`config.mk`:
```
export PLATFORM = sky130hd
export DESIGN_NAME = bsa_ctrl
export DESIGN_NICKNAME = d
export VERILOG_FILES = /design/src/rtl/core/bsa_pkg.sv /design/src/rtl/core/bsa_ctrl.sv
export VERILOG_INCLUDE_DIRS = /design/src /design/src/rtl/core
export SDC_FILE = /design/constraint.sdc
export NUM_CORES = 1
export LEC_CHECK = 0
export ABC_AREA = 1
export BUFFER_PORTS_ARGS = -buffer_cell sky130_fd_sc_hd__buf_2
export CORE_AREA = 8 8 45 47
export CTS_CLUSTER_SIZE = 25
export DETAILED_ROUTE_END_ITERATION = 10
export DIE_AREA = 0 0 53 55
export MAX_ROUTING_LAYER = met4
export PLACE_DENSITY = 0.66
export SETUP_SLACK_MARGIN = 0.02
export SLEW_MARGIN = 15
export SYNTH_ARGS = -nofsm -noshare
export SYNTH_HDL_FRONTEND = slang
export SYNTH_SLANG_ARGS = --single-unit
export TNS_END_PERCENT = 100
```
`constraint.sdc`:
```
create_clock -name clock -period 2.9 [get_ports clock]
set_clock_uncertainty 0.05 [all_clocks]
set_input_delay 0 -clock clock [delete_from_list [all_inputs] [get_ports clock]]
set_output_delay 0 -clock clock [all_outputs]
set_load 0.01 [all_outputs]
```
`src/rtl/core/batch_sorter_ascending_top_macros.svh`:
```
// assertion helpers used by the sorter controller
`ifndef BATCH_SORTER_ASCENDING_TOP_MACROS_SVH
`define BATCH_SORTER_ASCENDING_TOP_MACROS_SVH

// property checked on every rising clock edge outside reset
`define BSA_ASSERT(lbl, prop, msg) \
   lbl: assert property (@(posedge clock) disable iff (reset) prop) \
      else $error(msg);

// implication checked on every rising clock edge outside reset
`define BSA_ASSERT_IMPL(lbl, cond, prop, msg) \
   lbl: assert property (@(posedge clock) disable iff (reset) (cond) |-> (prop)) \
      else $error(msg);

`endif

```
`src/rtl/core/bsa_pkg.sv`:
```
package bsa_pkg;

   // batch capacity and widths
   localparam int MAX_ITEMS = 64;
   localparam int VALUE_W   = 32;
   localparam int CNT_W     = $clog2(MAX_ITEMS + 1);

   // command broadcast from the controller to every cell
   typedef struct packed {
      logic insert;
      logic shift;
   } cell_cmd_type;

endpackage

```
`src/rtl/core/bsa_ctrl.sv`:
```
`include "batch_sorter_ascending_top_macros.svh"

module bsa_ctrl
   import bsa_pkg::*;
(
   input  logic         clock,
   input  logic         reset,
   input  logic         req_fire,
   input  logic         req_last,
   input  logic         rsp_ready,
   input  logic         second_valid,
   output cell_cmd_type cmd,
   output logic         req_ready,
   output logic         rsp_valid,
   output logic         rsp_last,
   output logic         overflow
);

   typedef enum logic {
      FILL,
      DRAIN
   } state_type;

   state_type         state_ff;
   logic [CNT_W-1:0]  count_ff;
   logic              dropped_ff;
   logic              full;
   logic              rsp_fire;
   logic              batch_end;
   logic              batch_clear;

   // no handshake on either side while reset is held
   assign full      = (count_ff == CNT_W'(MAX_ITEMS));
   assign req_ready = (state_ff == FILL) && !reset;
   assign rsp_valid = (state_ff == DRAIN) && !reset;
   assign rsp_last  = !second_valid;
   assign overflow  = dropped_ff;
   assign rsp_fire  = rsp_valid && rsp_ready;

   // final result taken, and the empty batch state that must follow it
   assign batch_end   = rsp_fire && rsp_last;
   assign batch_clear = (count_ff == '0) && !dropped_ff;

   // cell commands
   assign cmd.insert = req_fire && !full;
   assign cmd.shift  = rsp_fire;

   // batch state: fill count, drop flag and emit phase
   always_ff @(posedge clock) begin
      if (reset) begin
         state_ff   <= FILL;
         count_ff   <= '0;
         dropped_ff <= 1'b0;
      end else begin
         unique case (state_ff)
            FILL: begin
               if (req_fire) begin
                  if (full) begin
                     dropped_ff <= 1'b1;
                  end else begin
                     count_ff <= count_ff + CNT_W'(1);
                  end
                  if (req_last) begin
                     state_ff <= DRAIN;
                  end
               end
            end
            DRAIN: begin
               if (batch_end) begin
                  state_ff   <= FILL;
                  count_ff   <= '0;
                  dropped_ff <= 1'b0;
               end
            end
            default: begin
               state_ff <= FILL;
            end
         endcase
      end
   end

   `BSA_ASSERT(a_count_bound, count_ff <= CNT_W'(MAX_ITEMS), "fill count above capacity")
   `BSA_ASSERT_IMPL(a_drop_full, dropped_ff, full, "drop flag set while store not full")
   `BSA_ASSERT_IMPL(a_drain_clears, batch_end, ##1 batch_clear && req_ready, "batch not cleared")
   `BSA_ASSERT_IMPL(a_drain_nonempty, rsp_valid, count_ff != '0, "emitting from an empty batch")
   `BSA_ASSERT_IMPL(a_single_cmd, cmd.insert, !cmd.shift, "insert and shift together")

endmodule

```
==> Yosys cells after proc, flatten, opt, wreduce, memory -nomap -nowiden <==
Cells that the tools add are included.
{ "totals": {"ff_bits": 9, "inputBits": 6, "out_inout_bits": 6, "wordCells": 32} }
{ "op_classes": {"addsub": 1, "eq_ne": 5, "n_mux": 12, "bitwise_logic": 1, "n_reduce_logical": 10} }
{ "ops": {"columns": ["operator", "count"], "rows": [
  ["$mux W7", 3],
  ["$pmux W7 S2", 1],
  ["$add A7 B1 Y7 const B", 1],
  ["$eq A7 B7 Y1 const B", 1],
  ["$mux W1", 6],
  ["$ne A2 B2 Y1 const B", 3],
  ["$reduce_and A3 Y1", 2],
  ["$logic_and A1 B1 Y1", 5],
  ["$pmux W1 S2", 2],
  ["$logic_not A1 Y1", 3],
  ["$ne A2 B1 Y1 const B", 1],
  ["$not A1 Y1", 1]
]} }

==> Depth between registers and ports, before layout <==
{ "logic_depth": {"ltp_word": 6, "mapped_depth": 10, "depth_no_buf": 10} }

==> Worst setup path before layout <==
OpenSTA, ideal clock, no wires.
{ "synth_timing": {"path_kind": "reg2reg", "startpoint": "reg count_ff[0]", "endpoint": "reg count_ff[5]", "arrival_time_ns": 1.106, "required_time_ns": 2.735, "slack_ns": 1.628, "stages_incl_launch_ff": 11, "synth_period_minus_slack_ns": 1.272, "path_cell_list": "dfxtp_1 > inv_1 > ha_1 > inv_1 > nor2_1 > nand3_2 > nand3_4 > nand2_1 > nand2_1 > o21ai_0 > inv_1"} }
{ "synth_between": {"elab_chain_cells": 4} }
{ "synth_lines": {"columns": ["item", "line_no", "rtl"], "rows": [
  ["start: declaration", "bsa_ctrl.sv:25", "logic [CNT_W-1:0] count_ff;"],
  ["start signal: assignment", "bsa_ctrl.sv:61", "count_ff <= count_ff + CNT_W'(1);"],
  ["$add A7 B1 Y7", "bsa_ctrl.sv:61", null],
  ["$mux W7", "bsa_ctrl.sv:58", "if (full) begin"],
  ["$mux W7", "bsa_ctrl.sv:57", "if (req_fire) begin"],
  ["$pmux W7 S2", "bsa_ctrl.sv:55", "unique case (state_ff)"]
]} }
Several ways; a longest one is shown, not always the timed one. The select of a mux whose other input is x is not followed.
A chain may end at the register's enable or synchronous reset.

==> Final worst setup path <==
Same ends and word-level chain as after synthesis.

==> impl_metrics.csv <==
group,metric,value,unit
status,status,"complete, no violations",
floorplan,die_x,53,um
timing,tightest_slew,316,ps
floorplan,start_util,40.0,%
synth,postSynthAreaPerCell,6.91,sq um
timing,worst_slack,1460,ps
drt,via_per_inst,4.90,
global_route,grt_pass1_vias,529,
worst_setup_path,required,3000,ps
synth,yosysSeqAreaShare,32.6,%
synth,ys_types,17,
worst_setup_path,reg2reg_slack,1460,ps
synth,synth.area.top_cells,"dfxtp_1 33%, nand2_1 12%, nand3_1 9.0%",
timing,maxSlewViolCount,0,
hold_path,worstHoldPathType,"input pin to flip-flop",
worst_setup_path,path_max_fanout,6,
synth,yosysTopAreaCell,"dfxtp_1",
clock_tree,tritoncts,"done",
global_route,grt_overflow,0,
synth,ys_warn_count,0,
timing,relSlewSlack,78.8,%
drt,drtIter0Drc,1,
worst_setup_path,end_kind,"flip-flop",
clock_tree,cts.sinks,9,
drt,wire_per_inst,10.9,um
worst_setup_path,crit_path_start_kind,"flip-flop",
worst_setup_path,crit_arrival,1540,ps
drt,firstDrtPassIters,2,
layout,instances_no_fill,113,
synth,synth_area,553,sq um
worst_setup_path,slowest_delay,380,ps
clock_tree,cts_buffer_depth,2,
global_route,grt_usage,9.98,%
timing,fin_crit_sh,49.6,%
synth,synth_nets,88,
clock_tree,clk_root_buffer_cell,"clkbuf_4",
layout,fin_nets,106,
floorplan,ios,12,
global_route,grt_max_degree,8,
worst_setup_path,cpMostUsedCell,"inv_1",
timing,rsz0062_at_grt,"false",
timing,fin_crit,1440,ps
place,dp_slack,1480,ps
worst_setup_path,cp_top_family,"simple AND/OR/NAND/NOR gates",
synth,ys_top_cells_by_count,"17 x nand2_1, 13 x inv_1, 10 x nand3_1",
synth,synthFlopType,"dfxtp_1",
floorplan,fp.dieH,55,um
synth,yosys_register_bits,9,
clock_tree,htree_levels,1,
place,portBuffers,11,
worst_setup_path,critPathSlowestCell,"dfxtp_1",
floorplan,die_area,2920,sq um
clock_tree,clk_pin_slew,70,ps
floorplan,rows,14,
synth,synth_cells,80,
place,dp_cells,106,
worst_setup_path,cp_cell_sequence,"inv_1, ha_1, inv_1, nor2_1, nand3_2, nand3_4, nand2_1, nand2_1, o21ai_0, inv_1",
synth,synth-edff-count,0,
drt,vias,554,
timing,tns,0,ps
floorplan,core,1380,sq um
hold_path,holdPathStages,4,
clock_tree,cts_buffers,3,
worst_setup_path,r2r-start,"count_ff[0]",
layout,fill_cells,148,
timing,max_freq,0.695,GHz
worst_setup_path,cp_num_buf_inv,3,
clock_tree,post_cts_buffers,0,
pwr,max-vdd-ir-drop,0.310,mV
drt,drcViolationCount,0,
synth,synthMostInstantiatedCell,"nand2_1",
drt,totalWireLength,1.23,mm
synth,synth_top_area_share,32.6,%
synth,postSynth.asyncResetShare,0,%
pwr,power_leakage,0.337,nW
timing,hold_viol,0,
global_route,antenna_found_initial,0,
timing,finalSetupViolCount,0,
layout,diodes,0,
drt,antenna_left,0,
worst_setup_path,worstReg2RegEnd,"count_ff[5]",
run,maxCapViolations,0,
hold_path,hp-start,"rsp_ready",
layout,drive_gt1_share,19.6,%
worst_setup_path,worstRegToRegCells,10,
global_route,grt_pass1_wl,2.10,mm
worst_setup_path,path_class,"flip-flop to flip-flop",
clock_tree,clk_latency,260,ps
hold_path,holdPathEnd,"state_ff",
pwr,power_density,444,nW/um^2
place,place.gp.congestion,0.774,
place,post-dp-hpwl,953,um
layout,area.growth.synth_to_final,22.4,%
[worst register-to-register path: cells and delay by family, from the launching register on]
| family | cells | cell delay, ps |
|---|---|---|
| AND/OR/NAND/NOR | 5 | 470 |
| flip-flops | 1 | 380 |
| adder cells (fa/ha/maj) | 1 | 190 |
| buffers and inverters | 3 | 180 |
| AO/OA/AOI/OAI | 1 | 60 |
[registers in the layout, summed over array words and instances (netlist names)]
name and flops:
state_ff 1, overflow 1, count_ff 7
[how the worst max path moves through the flow]
stage / from / endpoint / slack, ps / cells past startpoint
after floorplan: count_ff[0] / count_ff[5] / 1630 / 10
after global placement: count_ff[0] / count_ff[6] / 1530 / 10
after detailed placement: count_ff[0] / count_ff[5] / 1480 / 10
after CTS: count_ff[0] / count_ff[5] / 1460 / 10
after global routing: count_ff[0] / count_ff[6] / 1350 / 10
final: count_ff[0] / count_ff[5] / 1460 / 10
[layer usage]
metal  part of all wire [%]  vias to the layer above  global-route usage [%]
li1                       -                      291                       -
met1                     46                      247                    10.1
met2                     49                       11                    16.8
met3                    2.4                        5                    1.87
met4                    2.7                        0                    7.76
met5                      0                        -                       -
[kinds of logic after synthesis]
kind of cell,count (synthesis),share of synthesized area [%]
adders and majority gates,2,4.52
buffers and inverters,14,10.2
and+or+nand+nor,43,40.5
AOI/OAI and AO/OA,11,10.6
DFF,9,32.6
xor gates and xnor gates,1,1.58
[layout make-up]
cell class / count / area (sq um) / share of cell area, %
clock buffer: 4 / 26.3 / 3.88
tap: 16 / 20.0 / 2.96
timing repair buffer: 14 / 85.1 / 12.6
sequential: 9 / 180 / 26.6
inverter: 13 / 48.8 / 7.21
multi-input combinational: 57 / 317 / 46.8
[cells in the final DEF, fill, tap and decap left out]
cell type,count
nand3_2,1
nand2_1,17
dfxtp_1,9
clkbuf_4,3
nor2_1,9
dlygate4sd3_1,3
o21ai_0,4
nand3_1,10
xor2_1,1
buf_2,11
a21oi_1,5
a31oi_1,1
nor3b_1,2
and3_4,1
nand2_4,2
clkbuf_1,1
o21bai_1,1
ha_1,2
nand3_4,1
inv_1,13
[power breakdown]
part | leakage [nW] | switching, W | internal (W)
sequential | 0.0735 | 0.00000908 | 0.000132
combinational | 0.249 | 0.0000364 | 0.0000246
clock | 0.0150 | 0.0000450 | 0.0000530
total | 0.337 | 0.0000905 | 0.000210
[timing repair]
action / 4_1_cts / 5_1_grt
resized for setup: 0 / 0
hold buffers: 3 / 0
hold endpoints to repair: 5 / 0
[per-stage QoR]
stage | instance area (sq um) | hold WS, ps | util [%] | total power [W]
finish | 677 | 43.3 | 48.9 | 0.000300
global route | 677 | 79.3 | 48.9 | 0.000321
CTS | 677 | 46.5 | 48.9 | 0.000303
detailed placement | 621 | 199 | 44.8 | 0.000203
global placement | 621 | 191 | 44.8 | 0.000202
floorplan | 553 | -2.47 | - | 0.000183
No activity file was read; power rests on OpenSTA's default activity.
