**src/rtl/core/batch_sorter_ascending_top_macros.svh**
```systemverilog
// assertion helpers used by the sorter controller
`ifndef BATCH_SORTER_ASCENDING_TOP_MACROS_SVH
`define BATCH_SORTER_ASCENDING_TOP_MACROS_SVH

// property checked on every rising clock edge outside reset
`define BSA_ASSERT(lbl, prop, msg) \
   lbl: assert property (@(posedge clock) disable iff (reset) prop) \
      else $error(msg);

// implication checked on every rising clock edge outside reset
`define BSA_ASSERT_IMPL(lbl, cond, prop, msg) \
   lbl: assert property (@(posedge clock) disable iff (reset) (cond) |-> (prop)) \
      else $error(msg);

`endif

```
**src/rtl/core/bsa_pkg.sv**
```systemverilog
package bsa_pkg;

   // batch capacity and widths
   localparam int MAX_ITEMS = 64;
   localparam int VALUE_W   = 32;
   localparam int CNT_W     = $clog2(MAX_ITEMS + 1);

   // command broadcast from the controller to every cell
   typedef struct packed {
      logic insert;
      logic shift;
   } cell_cmd_type;

endpackage

```
**src/rtl/core/bsa_cell.sv**
```systemverilog
module bsa_cell
   import bsa_pkg::*;
(
   input  logic                      clock,
   input  logic                      reset,
   input  cell_cmd_type              cmd,
   input  logic signed [VALUE_W-1:0] din,
   input  logic signed [VALUE_W-1:0] prev_value,
   input  logic                      prev_valid,
   input  logic                      prev_take,
   input  logic signed [VALUE_W-1:0] next_value,
   input  logic                      next_valid,
   output logic signed [VALUE_W-1:0] value,
   output logic                      valid,
   output logic                      take
);

   logic signed [VALUE_W-1:0] value_ff, value_in;
   logic                      valid_ff, valid_in;

   // an empty cell counts as larger than any value
   assign take = !valid_ff || (din < value_ff);

   // insert: the first taking cell keeps the request, the ones after it
   // receive their left neighbor; shift: everything moves toward cell zero
   always_comb begin
      value_in = value_ff;
      valid_in = valid_ff;
      if (cmd.insert) begin
         if (take) begin
            if (prev_take) begin
               value_in = prev_value;
               valid_in = prev_valid;
            end else begin
               value_in = din;
               valid_in = 1'b1;
            end
         end
      end else if (cmd.shift) begin
         value_in = next_value;
         valid_in = next_valid;
      end
   end

   always_ff @(posedge clock) begin
      value_ff <= value_in;
      if (reset) begin
         valid_ff <= 1'b0;
      end else begin
         valid_ff <= valid_in;
      end
   end

   assign value = value_ff;
   assign valid = valid_ff;

endmodule

```
**config.mk**
```make
export PLATFORM = sky130hd
export DESIGN_NAME = bsa_cell
export DESIGN_NICKNAME = d
export VERILOG_FILES = /design/src/rtl/core/batch_sorter_ascending_top_macros.svh /design/src/rtl/core/bsa_pkg.sv /design/src/rtl/core/bsa_cell.sv
export SDC_FILE = /design/constraint.sdc
export NUM_CORES = 1
export LEC_CHECK = 0
export BUFFER_PORTS_ARGS = -buffer_cell sky130_fd_sc_hd__buf_2
export CORE_MARGIN = 2
export CORE_UTILIZATION = 30
export CTS_BUF_LIST = sky130_fd_sc_hd__clkbuf_4 sky130_fd_sc_hd__clkbuf_8 sky130_fd_sc_hd__clkbuf_16
export DETAILED_ROUTE_END_ITERATION = 10
export PLACE_DENSITY = 0.55
export SLEW_MARGIN = 20
export SYNTH_ARGS = -nofsm -noshare
export SYNTH_HDL_FRONTEND = slang
export SYNTH_SLANG_ARGS = --single-unit
```
**constraint.sdc**
```tcl
create_clock -name clock -period 6.7 [get_ports clock]
set_input_delay 1.005 -clock clock [delete_from_list [all_inputs] [get_ports clock]]
set_output_delay 1.005 -clock clock [all_outputs]
set_load 0.02 [all_outputs]
```
# Yosys cells after proc, flatten, opt, wreduce, memory -nomap -nowiden
# Index checks and enable logic that the tools add are counted.
op_classes:
  order_cmp: 1
  eq_ne: 1
  mux: 8
  n_reduce_logical: 4
op_table:
  columns: ["cell", "count"]
  rows:
  - ["two-way mux 32 bit", 4]
  - ["< comparator 32 bit", 1]
  - ["two-way mux 1 bit", 4]
  - ["inequality test 2 x 1 -> 1 bit, second input constant", 1]
  - ["AND reduction 2 bit", 1]
  - ["nonzero test 2 bit", 1]
  - ["logical NOT 1 bit", 1]
  - ["logical OR 1 bit", 1]
word_totals:
  regBits: 33

# Longest topological paths before layout
# Gate-level depths: netlist of run 1.
logic_depth:
  word_depth: 4
  mapped_depth: 8
  ltp_nobuf: 8

# Worst setup path before layout of run 1
# No wires, ideal clock.
synth_timing:
  kind: "in2reg"
  startpoint: "in din[13]"
  endpoint: "reg value_ff[0], in the netlist value[0] (enable)"
  setup_ps: 470
  arrival_time_ps: 4809
  required_ps: 6230
  slack_ps: 1421
  path_stages: 7
  path_cell_list: "ha_1 > a21o_1 > a31oi_1 > nand2_1 > o41a_4 > or2_1 > a211oi_1"
synth_via:
  elab_chain_len: 4
synth_rtl:
  columns: ["item", "line", "source"]
  rows:
  - ["from (decl)", "bsa_cell.sv:7", "input logic signed [VALUE_W-1:0] din,"]
  - ["< comparator 32 bit", "bsa_cell.sv:22", "assign take = !valid_ff || (din < value_ff);"]
  - ["logical OR 1 bit", "bsa_cell.sv:22", null]
  - ["inequality test 2 x 1 -> 1 bit (no line)", null, null]
  - ["AND reduction 2 bit (no line)", null, null]
  - ["to (signal assigned)", "bsa_cell.sv:46", "value_ff <= value_in;"]
  - ["to (decl)", "bsa_cell.sv:18", "logic signed [VALUE_W-1:0] value_ff, value_in;"]
# No other way between the ends.
# A chain may end at the register's enable or synchronous reset.

# Worst setup path after layout of run 1
layout_timing:
  startpoint: "in din[31]"
  endpoint: "out take"
layout_via:
  elab_chain_len: 2
layout_rtl:
  columns: ["item", "line", "source"]
  rows:
  - ["< comparator 32 bit", "bsa_cell.sv:22", null]
  - ["logical OR 1 bit", "bsa_cell.sv:22", null]
  - ["to (decl)", "bsa_cell.sv:15", "output logic take"]
# No other way between the ends.

==> results of run 1 <==
[critical path, stage by stage]
cell     delay (ns)
buf_2          0.11
ha_1           0.40
nand4_1        0.17
or4_1          0.52
a21oi_1        0.18
o41a_4         0.21
nor3_1         0.05
o21ai_0        0.17
buf_2          0.20
[logic make-up (layout without fill, tap and decap cells)]
group / Yosys count / count (layout) / share of synthesized area
DFF: 33 / 33 / 0.386
muxes: 33 / 33 / 0.131
AOI/OAI and AO/OA: 64 / 64 / 0.157
and+or+nand+nor: 60 / 60 / 0.109
buffers and inverters: 43 / 178 / 0.0636
adders and majority gates: 31 / 31 / 0.153
other: 0 / 1 / 0
[sequential cells by signal, summed over array words and instances (netlist names)]
register	count
value	32
valid	1
[cells in the final DEF (no fill, tap or decap), drive strengths merged, types with 2 or more instances in the layout]
| master | synthesis | routed |
|---|---|---|
| o21ai | 6 | 6 |
| mux2i | 32 | 32 |
| a21oi | 41 | 41 |
| a21o | 6 | 6 |
| nor3 | 3 | 3 |
| inv | 32 | 32 |
| clkbuf | 5 | 8 |
| edfxtp | 32 | 32 |
| ha | 31 | 31 |
| nor2 | 34 | 34 |
| nand2 | 7 | 7 |
| nand4 | 6 | 6 |
| and3 | 2 | 2 |
| a211oi | 2 | 2 |
| buf | 6 | 138 |
| a2111oi | 2 | 2 |
[cell type report]
class / count / area share
clock buffer: 8 / 0.0266
timing repair buffer: 138 / 0.203
tap: 105 / 0.0383
antenna: 1 / 0.000729
inverter: 32 / 0.0350
sequential: 33 / 0.286
multi-input combinational: 188 / 0.411
[power breakdown]
| group | internal, mW | total [mW] | switching [mW] |
|---|---|---|---|
| logic | 0.0912 | 0.217 | 0.126 |
| clock network | 0.0859 | 0.156 | 0.0705 |
| registers | 0.258 | 0.270 | 0.0123 |
| total | 0.435 | 0.643 | 0.208 |
[worst min path at each step]
stage / end / slack, ns
CTS: valid / 0.84
finish: valid / 0.84
global placement: valid / 0.82
detailed placement: valid / 0.83
global route: valid / 0.89
floorplan: valid / 0.86
[metal layers]
metal / GRT usage / vias to the layer above
li1: - / 1226
met1: 0.165 / 1037
met2: 0.253 / 96
met3: 0.0462 / 7
met4: 0.0393 / 0
met5: 0 / -
[through the flow]
step           power, mW  setup WS, ns  hold slack, ns
5_1_grt            0.688          2.52           0.894
3_5_place_dp       0.496          2.53           0.830
3_3_place_gp       0.492          2.58           0.818
4_1_cts            0.653          2.67           0.844
2_1_floorplan      0.409          1.42           0.855
6_report           0.643          2.69           0.840
==> flow_summary.toml, run 1 <==
[layout]
ff_latch_area_um2 = 981
fin_cells = 505
drive_gt1_frac = 0.378
fillers = 858
fin_nets = 532
design_area_um2 = 3430
areaGrowthSynthToFinish_pct = 35.1
multiInputGateArea_um2 = 1410
post-route-util = 0.418

[drt]
detail_route.iter0.violations = 53
routed-wl-met2_um = 3040
top_layer_used = "met4"
route.final.wire_length_um = 6570
dr.pass1.iters = 4
dr_wl_met3_um = 588
wl_met1_um = 2860
ant_nets = 0
vias_per_cell = 4.69
vias = 2366
routedWlPerCell_um = 13.0
drc_errors = 0

[synth]
syn_nets = 398
synth_top_area_frac = 0.379
yosys_most_used_dff = "edfxtp_1"
ys_top_cells_by_area = "edfxtp_1 (38%), ha_1 (15%), mux2i_1 (13%)"
synth.ff_latch_count = 33
netlist_area_um2 = 2540
synthCells = 264
synth_most_common_cell = "a21oi_1"
synthTopCellsByCount = "a21oi_1 (41), nor2_1 (34), edfxtp_1 (32), inv_1 (32), mux2i_1 (32)"
async_flop_share = 0
synth-seq-area-share = 0.386
synth_warnings = 0
avgSynthCellArea_um2 = 9.62
yosysTopAreaCell = "edfxtp_1"
ys_types = 34
synth-edff-count = 32

[cts]
cts_buffer_depth = 2
cts_setup_buffers = 0
tritoncts = "yes"
clkLatencyLatePin_ns = 0.28
cts_sinks = 33
clockRootBuffer = "clkbuf_8"
clk_pin_slew_ns = 0.07
h-tree-depth = 2
cts_resized = 0
numCtsBuffers = 5
cts_hold_repair.buffers = 0

[critical_path]
regToRegSetupSlack_ns = 3.32
endpoint_kind = "primary output"
critPathMaxFanout = 8
critPathLaunch = "din[31]"
worstPathArrival_ns = 3.01
startpoint_type = "primary input"
crit_path_end = "take"
reg2regPathDepth = 9
cp.required_ns = 5.69
worstReg2RegStart = "value[13]"
r2r-end = "value[7]"
crit_type = "primary input to primary output"

[floorplan]
start_util = 0.309
die_w_um = 96.0
core_um2 = 8220
row_count = 33
die_h_um = 96.0
ios = 137
die_area_um2 = 9210

[timing]
tightest_slew_ns = 0.999
relSlewSlack = 0.334
min_period_ns = 4.01
fin_worst_skew_ns = 0.00904
rsz0062_at_grt = "false"
period_share = 0.599
slew_viol_final = 0
finalHoldViolCount = 0
fmax_mhz = 249
tns_ns = 0
setup_violations = 0

[run]
drv_cap = 0

[global_routing]
grt_antenna_before_repair = 1
grt_max_degree = 70
grtUsageTotal = 0.143
grt_pass1_vias = 2248
grt_first_pass_wirelength_um = 10100
gr-total-overflow = 0

[placement]
gp_congestion = 0.768
placed_area_um2 = 3340
io_buffers = 136
dp_cells = 496
hpwlAfterDp_um = 5390

[power]
leakagePower_nw = 1.79
irDropWorstVdd_v = 0.0000690
powerDensity_nw_per_um2 = 188

[status]
outcome = "finished clean"

[worst_hold_path]
hp-class = "register to register"
hold_start = "valid"
min_path_cells = 3
(Power assumes the default switching activity.)
==> inputs of run 2 (changes only) <==
==> constraint.sdc (replaced) <==
create_clock -name clock -period 4.2 [get_ports clock]
set_input_delay 0.63 -clock clock [delete_from_list [all_inputs] [get_ports clock]]
set_output_delay 0.63 -clock clock [all_outputs]
set_load 0.02 [all_outputs]
==> flow_summary.toml, run 2 (synthesized netlist as in run 1, its figures left out) <==
[status]
outcome = "finished clean"

[placement]
io_buffers = 136
hpwlAfterDp_um = 5240
pre_cts_slack_ns = 0.936
gp_congestion = 0.688
dp_cells = 497
placed_area_um2 = 3340

[critical_path]
worstPathArrival_ns = 2.63
crit_type = "primary input to primary output"
path_cells = "buf_2 -> ha_1 -> nand4_1 -> or4_1 -> a21oi_1 -> o41a_4 -> nor3_1 -> o21ai_0 -> buf_2"
endpoint_kind = "primary output"
regToRegSetupSlack_ns = 1.41
cp.required_ns = 3.57
critPathSlowestCell = "or4_1"
critPathMaxFanout = 8
cpMostUsedCell = "buf_2"
slowest_delay_ns = 0.52
startpoint_type = "primary input"

[timing]
min_period_ns = 3.26
slew_viol_final = 0
fmax_mhz = 307
fin_worst_skew_ns = 0.00591
rsz0062_at_grt = "false"
finalHoldViolCount = 0
timing.final.ws_setup_ns = 0.943
relSlewSlack = 0.325
tns_ns = 0
period_share = 0.776
setup_violations = 0
tightest_slew_ns = 1.01
hold_slack_ns = 0.665

[floorplan]
ios = 137
die_w_um = 96.0
row_count = 33
die_h_um = 96.0
start_util = 0.309
die_area_um2 = 9210
core_um2 = 8220

[power]
powerDensity_nw_per_um2 = 294
switchingPower_uw = 330
power_frac_comb = 0.344
irDropWorstVdd_v = 0.000127
power.share.switching = 0.328
leakagePower_nw = 1.79
intPower_uw = 676
finalPower_mw = 1.01
clockPowerShare = 0.229
seq_power_share = 0.427

[global_routing]
grt_max_degree = 70
gr-total-overflow = 0
grtUsageTotal = 0.139
grt_antenna_before_repair = 0
grt_first_pass_wirelength_um = 9850
grt_pass1_vias = 2250

[cts]
h-tree-depth = 2
numCtsBuffers = 5
tritoncts = "yes"
clk_pin_slew_ns = 0.07
cts_buffer_depth = 2
cts_hold_repair.buffers = 0
cts_setup_buffers = 0
clkLatencyLatePin_ns = 0.28
cts_resized = 0
clockRootBuffer = "clkbuf_8"
cts_sinks = 33

[layout]
mostFrequentLayoutCell = "buf_2"
antenna_cells = 0
drive_gt1_frac = 0.376
final_cell_mix = "buf_2 (136), a21oi_1 (41), nor2_1 (34)"
fin_cells = 504
areaGrowthSynthToFinish_pct = 34.9
largest_register_ffs = 32
fin_nets = 533
fillers = 852
post-route-util = 0.417
design_area_um2 = 3420

[drt]
dr.pass1.iters = 4
vias = 2354
drc_errors = 0
detail_route.iter0.violations = 47
vias_per_cell = 4.67
route.final.wire_length_um = 6380
routedWlPerCell_um = 12.6
ant_nets = 0

[run]
drv_cap = 0

[worst_hold_path]
hp-class = "primary input to register"
run 2: changes by cell type in the layout (fill, tap and decap cells not counted):
cell / delta
clkbuf_4: -2
buf_4: +1
clkinv_1: +1
diode_2: -1
run 2: final cells by class:
cell class,instances,area (um^2),share of cell area
clock buffers,6,76.3,0.0223
clock inverters,1,3.75,0.00110
inverters,32,120,0.0351
multi-input cells,188,1410,0.411
flip-flops and latches,33,981,0.286
well taps,105,131,0.0384
repair buffers,139,703,0.205
run 2: per-layer routing:
layer / vias up / share of wire / GRT usage
met1: 1027 / 0.44 / 0.166
met5: - / 0 / 0
met4: 0 / 0.0099 / 0.0357
met2: 99 / 0.46 / 0.240
li1: 1222 / - / -
met3: 6 / 0.098 / 0.0470
run 2: power groups by stage:
| stage | Clock [mW] | Combinational [mW] | Sequential (mW) |
|---|---|---|---|
| 2_1_floorplan | 0 | 0.167 | 0.485 |
| 3_3_place_gp | 0 | 0.349 | 0.438 |
| 3_5_place_dp | 0 | 0.353 | 0.438 |
| 4_1_cts | 0.245 | 0.355 | 0.431 |
| 5_1_grt | 0.255 | 0.393 | 0.435 |
| 6_report | 0.230 | 0.346 | 0.430 |
run 2: final timing paths:
path | startpoint | end | depth (start not counted)
hold / removal | next_value[10] | value[10] | 3
hold reg to reg | valid | valid | 3
setup reg to reg | value[31] | value[2] | 9
setup / recovery | din[31] | take | 9
run 2: worst max-delay path: cells and delay by family:
family                     cells  cell delay (ns)
AOI/OAI and AO/OA              3             0.54
adders and majority gates      1             0.40
buffers and inverters          2             0.31
and+or+nand+nor                3             0.73
